## config.mk

```make
export PLATFORM = sky130hd
export DESIGN_NAME = pwm_duty_meter_seven_segment
export DESIGN_NICKNAME = d
export VERILOG_FILES = /design/src/hdl/pdm_pkg.sv /design/src/hdl/pwm_duty_meter_seven_segment.sv /design/src/hdl/pdm_alu.sv /design/src/hdl/pdm_seg.sv
export SDC_FILE = /design/constraint.sdc
export NUM_CORES = 1
export LEC_CHECK = 0
export ABC_CLOCK_PERIOD_IN_PS = 18130
export BUFFER_PORTS_ARGS = -buffer_cell sky130_fd_sc_hd__buf_2
export CAP_MARGIN = 10
export CORE_MARGIN = 3
export CORE_UTILIZATION = 30
export DETAILED_ROUTE_END_ITERATION = 8
export GPL_TIMING_DRIVEN = 0
export PLACE_DENSITY = 0.45
export SYNTH_ARGS = -nofsm -noshare
export SYNTH_HDL_FRONTEND = slang
export SYNTH_HIERARCHICAL = 1
export SYNTH_SLANG_ARGS = --single-unit
```

## constraint.sdc

```tcl
create_clock -name clk -period 18.13 [get_ports clk]
set_input_delay 0.9065 -clock clk [delete_from_list [all_inputs] [get_ports clk]]
set_output_delay 0.9065 -clock clk [all_outputs]
set_load 0.005 [all_outputs]
```

## src/hdl/pdm_pkg.sv

```systemverilog
// Package for the PWM duty meter: shared types, fixed field widths and the
// seven-segment digit table. No dependencies.

package pdm_pkg;

	localparam int STAMP_W = 16;
	localparam int DUTY_W = 7;
	localparam int TENS_W = 7;
	localparam int ONES_W = 9;
	localparam int SPAN_W = 16;
	localparam int DIGIT_W = 4;
	localparam logic [DUTY_W-1:0] DUTY_MAX = 7'd99;

	typedef enum logic {
		ALU_ADD = 1'b0,
		ALU_SUB = 1'b1
	} alu_op_t;

	typedef struct packed {
		logic [ONES_W-1:0] ones;
		logic [TENS_W-1:0] tens;
	} seg_out_t;

	function automatic logic [6:0] seg_pattern(input logic [DIGIT_W-1:0] d);
		logic [6:0] p;
		case (d)
			4'd0: p = 7'h3F;
			4'd1: p = 7'h06;
			4'd2: p = 7'h5B;
			4'd3: p = 7'h4F;
			4'd4: p = 7'h66;
			4'd5: p = 7'h6D;
			4'd6: p = 7'h7D;
			4'd7: p = 7'h07;
			4'd8: p = 7'h7F;
			4'd9: p = 7'h6F;
			default: p = 7'h00;
		endcase
		return p;
	endfunction

endpackage

```

## src/hdl/pwm_duty_meter_seven_segment.sv

```systemverilog
// Top level of the PWM duty meter: edge tracking, the measurement sequencer
// and the result register. Depends on pdm_pkg, pdm_alu and pdm_seg.

// Each request is one captured edge, stamp in s_tdata and polarity in s_tuser.
// An edge that does not close a measurement leaves the sequencer idle. The
// rising edge that closes a period starts a sequencer over one shared
// add/subtract unit: two span subtractions, a compare, two adds for the
// times-100 product and seven restoring divide steps; no new request is taken
// until the sequencer is back in idle. A zero period or a duty that saturates
// at 99 skips the product and the divide. A finished result waits in the
// output register and a new edge is taken meanwhile; the sequencer only
// stalls at its last step if that register is still full.

module pwm_duty_meter_seven_segment
	import pdm_pkg::*;
#(
	parameter int COUNTER_BITS = 16
) (
	input  logic        clk,
	input  logic        arst_n,
	input  logic        s_tvalid,
	output logic        s_tready,
	input  logic [15:0] s_tdata,  // stamp[15:0]
	input  logic        s_tuser,  // edge_rising[0]
	output logic        m_tvalid,
	input  logic        m_tready,
	// duty_percent[6:0], tens_segments[13:7], ones_segments[22:14],
	// high_span[38:23], period_span[54:39], zero fill[55]
	output logic [55:0] m_tdata,
	output logic        m_tuser   // period_zero[0]
);

	localparam int CW = COUNTER_BITS;
	localparam int W = COUNTER_BITS + DUTY_W;
	localparam logic [2:0] LAST_STEP = 3'(DUTY_W - 1);

	typedef enum logic [2:0] {
		PH_WAIT_RISE   = 3'b001,
		PH_WAIT_FALL   = 3'b010,
		PH_WAIT_PERIOD = 3'b100
	} phase_t;

	typedef enum logic [7:0] {
		S_IDLE = 8'b0000_0001,
		S_HIGH = 8'b0000_0010,
		S_PER  = 8'b0000_0100,
		S_CMP  = 8'b0000_1000,
		S_MUL1 = 8'b0001_0000,
		S_MUL2 = 8'b0010_0000,
		S_DIV  = 8'b0100_0000,
		S_DONE = 8'b1000_0000
	} seq_state_t;

	seq_state_t         state_q;
	phase_t             phase_q;
	logic [CW-1:0]      rise_q;
	logic [CW-1:0]      fall_q;
	logic [CW-1:0]      stop_q;
	logic [CW-1:0]      high_q;
	logic [CW-1:0]      period_q;
	logic [W-1:0]       rem_q;
	logic [W-1:0]       dvs_q;
	logic [DUTY_W-1:0]  quot_q;
	logic [2:0]         step_q;
	logic               sat_q;
	logic               out_valid_q;
	logic [55:0]        out_data_q;
	logic               out_zero_q;

	logic [CW-1:0]      stamp;
	logic               accept;
	logic               out_free;
	logic               period_zero;
	logic [DUTY_W-1:0]  duty_sel;
	seg_out_t           segs;
	alu_op_t            alu_op;
	logic [W-1:0]       alu_a;
	logic [W-1:0]       alu_b;
	logic [W:0]         alu_res;

	assign stamp = CW'(s_tdata);
	assign s_tready = (state_q == S_IDLE);
	assign accept = s_tvalid && s_tready;
	assign out_free = !out_valid_q || m_tready;
	assign period_zero = (period_q == '0);

	assign m_tvalid = out_valid_q;
	assign m_tdata = out_data_q;
	assign m_tuser = out_zero_q;

	always_comb begin
		if (period_zero) begin
			duty_sel = '0;
		end else if (sat_q) begin
			duty_sel = DUTY_MAX;
		end else begin
			duty_sel = quot_q;
		end
	end

	always_comb begin
		alu_op = ALU_SUB;
		alu_a = W'(fall_q);
		alu_b = W'(rise_q);
		case (state_q)
			S_PER: begin
				alu_a = W'(stop_q);
			end
			S_CMP: begin
				alu_a = W'(high_q);
				alu_b = W'(period_q);
			end
			S_MUL1: begin
				alu_op = ALU_ADD;
				alu_a = W'(high_q) << 6;
				alu_b = W'(high_q) << 5;
			end
			S_MUL2: begin
				alu_op = ALU_ADD;
				alu_a = rem_q;
				alu_b = W'(high_q) << 2;
			end
			S_DIV: begin
				alu_a = rem_q;
				alu_b = dvs_q;
			end
			default: begin
				alu_op = ALU_SUB;
			end
		endcase
	end

	pdm_alu #(
		.W(W)
	) u_alu (
		.op (alu_op),
		.a  (alu_a),
		.b  (alu_b),
		.res(alu_res)
	);

	pdm_seg u_seg (
		.duty(duty_sel),
		.segs(segs)
	);

	always_ff @(posedge clk or negedge arst_n) begin
		if (!arst_n) begin
			state_q <= S_IDLE;
			phase_q <= PH_WAIT_RISE;
			out_valid_q <= 1'b0;
		end else begin
			if (state_q == S_DONE && out_free) begin
				out_valid_q <= 1'b1;
			end else if (m_tready) begin
				out_valid_q <= 1'b0;
			end
			case (state_q)
				S_IDLE: begin
					if (accept) begin
						case (phase_q)
							PH_WAIT_FALL: begin
								if (!s_tuser) begin
									phase_q <= PH_WAIT_PERIOD;
								end
							end
							PH_WAIT_PERIOD: begin
								if (s_tuser) begin
									phase_q <= PH_WAIT_RISE;
									state_q <= S_HIGH;
								end
							end
							default: begin
								phase_q <= s_tuser ? PH_WAIT_FALL : PH_WAIT_RISE;
							end
						endcase
					end
				end
				S_HIGH: state_q <= S_PER;
				S_PER:  state_q <= S_CMP;
				S_CMP: begin
					if (!alu_res[W] || period_zero) begin
						state_q <= S_DONE;
					end else begin
						state_q <= S_MUL1;
					end
				end
				S_MUL1: state_q <= S_MUL2;
				S_MUL2: state_q <= S_DIV;
				S_DIV: begin
					if (step_q == '0) begin
						state_q <= S_DONE;
					end
				end
				S_DONE: begin
					if (out_free) begin
						state_q <= S_IDLE;
					end
				end
				default: state_q <= S_IDLE;
			endcase
		end
	end

	always_ff @(posedge clk) begin
		case (state_q)
			S_IDLE: begin
				if (accept) begin
					case (phase_q)
						PH_WAIT_FALL: begin
							if (!s_tuser) begin
								fall_q <= stamp;
							end
						end
						PH_WAIT_PERIOD: begin
							if (s_tuser) begin
								stop_q <= stamp;
							end
						end
						default: begin
							if (s_tuser) begin
								rise_q <= stamp;
							end
						end
					endcase
				end
			end
			S_HIGH: high_q <= alu_res[CW-1:0];
			S_PER:  period_q <= alu_res[CW-1:0];
			S_CMP:  sat_q <= !alu_res[W];
			S_MUL1: rem_q <= alu_res[W-1:0];
			S_MUL2: begin
				rem_q <= alu_res[W-1:0];
				dvs_q <= W'(period_q) << LAST_STEP;
				quot_q <= '0;
				step_q <= LAST_STEP;
			end
			S_DIV: begin
				if (!alu_res[W]) begin
					rem_q <= alu_res[W-1:0];
				end
				quot_q <= {quot_q[DUTY_W-2:0], !alu_res[W]};
				dvs_q <= dvs_q >> 1;
				step_q <= step_q - 3'd1;
			end
			S_DONE: begin
				if (out_free) begin
					out_data_q <= {1'b0, SPAN_W'(period_q), SPAN_W'(high_q),
						segs.ones, segs.tens, duty_sel};
					out_zero_q <= period_zero;
				end
			end
			default: begin
				sat_q <= sat_q;
			end
		endcase
	end

endmodule

```

## src/hdl/pdm_alu.sv

```systemverilog
// Shared add/subtract unit of the PWM duty meter; the borrow bit doubles as
// the compare result. Depends on pdm_pkg.

module pdm_alu
	import pdm_pkg::*;
#(
	parameter int W = 23
) (
	input  alu_op_t      op,
	input  logic [W-1:0] a,
	input  logic [W-1:0] b,
	output logic [W:0]   res
);

	always_comb begin
		case (op)
			ALU_ADD: res = {1'b0, a} + {1'b0, b};
			ALU_SUB: res = {1'b0, a} - {1'b0, b};
			default: res = {1'b0, a} - {1'b0, b};
		endcase
	end

endmodule

```

## src/hdl/pdm_seg.sv

```systemverilog
// Splits a duty value below 100 into tens and ones and decodes both digits
// to seven-segment patterns. Depends on pdm_pkg.

module pdm_seg
	import pdm_pkg::*;
(
	input  logic [DUTY_W-1:0] duty,
	output seg_out_t          segs
);

	logic [14:0]        prod;
	logic [DIGIT_W-1:0] tens_d;
	logic [DUTY_W-1:0]  ones_full;
	logic [DIGIT_W-1:0] ones_d;
	logic [6:0]         ones_p;

	// Multiplying by 205 and dropping eleven bits divides by ten for values below 100.
	always_comb begin
		prod = 15'(duty) * 15'd205;
		tens_d = prod[14:11];
		ones_full = duty - DUTY_W'(tens_d) * 7'd10;
		ones_d = ones_full[DIGIT_W-1:0];
		ones_p = seg_pattern(ones_d);
		segs.tens = seg_pattern(tens_d);
		segs.ones = {1'b0, ones_p[6], 1'b0, ones_p[5:0]};
	end

endmodule
```

==> out/qor.yml <==
die:
  core-area_um2: 37100
  die_y_um: 201
  io_pins: 80
  dieArea_um2: 40600
  num_rows: 70
  start_util_pct: 30.8
  die_width_um: 201
global_route:
  grt_pass1_wl_um: 51100
  grt_pass1_vias: 8258
  grt_overflow: 0
  grt_max_degree: 42
  grt_usage_pct: 16.3
  antenna_found_initial: 0
cts:
  cts_hold_buf: 0
  cts_htree_levels: 1
  cts_tree: "done"
  cts.clk_slew.worst_paths_ns: 0.06
  clockBufferDepth: 3
  numCtsBuffers: 25
  cts_resized: 0
  post_cts_buffers: 0
  root_buffer: "clkbuf_16"
  clock_sinks: 204
  clk-insertion-delay-late_ns: 0.55
synth:
  synth_cell_types: 91
  synth_warnings: 6
  syn_area_um2: 11500
  post_synth_inst_count: 990
  ys_seq_area_share_pct: 53.0
  synth-edff-count: 192
  synthArstFlopShare_pct: 5.88
  ys_ff_latch: 204
  avgSynthCellArea_um2: 11.6
  synth_ff_type: "edfxtp_1"
timing:
  drv_slew: 0
  setup_viol: 0
  fin_crit_ns: 7.53
  rsz0062_at_grt: "false"
  worstMarginPinSlew_ns: 1.21
  slew_headroom_pct: 19.5
  skew_ns: 0.0299
  fmax_mhz: 133
  min_period_over_period_pct: 41.5
  final.setup.tns_ns: 0
  finalHoldViolCount: 0
detailed_routing:
  wl_um: 33800
  num_vias: 8309
  first_pass_iters: 6
  drc_errors: 0
  wl_per_cell_um: 20.8
  drtIter0Drc: 780
  viasPerCell: 5.12
  ant_nets: 0
critical_path:
  arrival_ns: 7.87
  startpoint: "period_q[2]"
  reg2reg_setup_slack_ns: 10.60
  r2r_start: "period_q[2]"
  setup.worst_path.end_class: "flip-flop"
  start_kind: "flip-flop"
  worstPathRequired_ns: 18.47
  path_class: "flip-flop to flip-flop"
  cp_max_fo: 7
cells_and_area:
  drive_above_1_share_pct: 17.7
  layout.nets: 1201
  instances_no_fill: 1624
  antenna_cells: 0
  utilization_pct: 36.0
  area_growth_pct: 16.8
power:
  p_per_area_nw_per_um2: 90.5
  ir_drop_mv: 0.0578
  p_leak_uw: 0.00502
placement:
  place_hpwl_um: 25000
  dp_cells: 1579
  gp_congestion: 0.863
  portBuffers: 77
hold_path:
  worstHoldPathType: "primary input to async pin"
outcome:
  status: "completed"
run:
  maxCapViolCount: 0
## registers in the layout, summed over array words and instances (netlist names), 7 cells and up
register and count:
m_tdata 55, rem_q 23, dvs_q 22, fall_q 16, high_q 16, period_q 16, rise_q 16, stop_q 16
state_q 8, quot_q 7
## power breakdown
| part | switching (uW) | total, uW | leakage, uW | internal, uW |
|---|---|---|---|---|
| clock network | 204 | 474 | 0.000359 | 270 |
| logic | 112 | 180 | 0.00274 | 67.7 |
| registers | 11.1 | 557 | 0.00193 | 546 |
| total | 327 | 1210 | 0.00502 | 884 |
## routing by layer
metal / vias to the layer above / track usage, % / part of all wire (%)
met3: 41 / 2.28 / 5.7
li1: 3930 / - / -
met5: - / 0 / 0
met1: 4087 / 22.4 / 45
met2: 251 / 27.5 / 47
met4: 0 / 3.59 / 1.9
## cells in the final DEF, fill, tap and decap left out, types with 22 or more instances in the layout
cell and count:
clkbuf_1 28, xnor2_1 39, buf_2 88, and2_1 22
a31oi_1 24, edfxtp_1 192, ha_1 68, a21oi_1 41
nor2_1 65, nand2_1 118, clkbuf_16 25, inv_1 53
## cells in the mapped netlist (20+ instances only)
| cell type | instances | area [um2] |
|---|---|---|
| a21oi_1 | 41 | 205 |
| a31oi_1 | 24 | 150 |
| and2_1 | 22 | 138 |
| clkbuf_1 | 21 | 78.8 |
| edfxtp_1 | 192 | 5770 |
| ha_1 | 68 | 851 |
| inv_1 | 53 | 199 |
| nand2_1 | 118 | 443 |
| nand3_1 | 20 | 100 |
| nor2_1 | 68 | 255 |
| nor3_1 | 21 | 105 |
| xnor2_1 | 39 | 342 |
## through the flow
stage	hold slack (ns)	worst slack, ns	cell area (um2)	total power (uW)
6_report	0.247	10.60	13400	1210
3_5_place_dp	0.525	10.60	12600	746
2_1_floorplan	0.466	11.06	11500	686
4_1_cts	0.234	10.53	13400	1220
3_3_place_gp	0.520	8.06	12500	739
5_1_grt	0.256	10.09	13400	1260
## critical path, stage by stage, from the launching register on
cell      delay (ns)
edfxtp_1        0.53
nor4_1          0.37
nand4_1         0.25
inv_1           0.24
nor2_1          0.08
and2_1          0.25
ha_1            0.38
fa_1            0.48
ha_1            0.29
inv_1           0.05
fa_1            0.51
inv_1           0.05
ha_1            0.30
a21oi_1         0.20
o221a_2         0.26
a21oi_4         0.09
nor2_1          0.40
xor2_1          0.37
inv_1           0.21
fa_1            0.45
xor2_1          0.17
xnor2_1         0.47
inv_1           0.11
or3_4           0.37
and2_4          0.18
a311oi_1        0.27
## path summary, 6_finish.rpt
path                                to  cells past startpoint
min in group clk              m_tvalid                      2
max                        m_tdata[21]                     25
min                         state_q[1]                      1
max in group asynchronous   state_q[0]                      1
min reg2reg                   m_tvalid                      2
max reg2reg                m_tdata[21]                     25
## cell type report
class,count,area [um2]
fill,3723,23800
inverter,53,199
buffer,44,255
clock buffer,32,652
tap,504,631
sequential,204,6070
multi-input combinational,692,4970
timing repair buffer,82,488
clock inverter,13,114
## kinds of logic after synthesis
family / Yosys count / synth area share [%]
XOR/XNOR: 50 / 3.82
buffers and inverters: 97 / 3.97
flip-flops: 204 / 53.0
multiplexers: 5 / 0.459
AO/OA/AOI/OAI: 209 / 13.8
adder cells (fa/ha/maj): 78 / 9.18
AND/OR/NAND/NOR: 345 / 15.7
other: 2 / 0.0656
(Power assumes the default switching activity.)
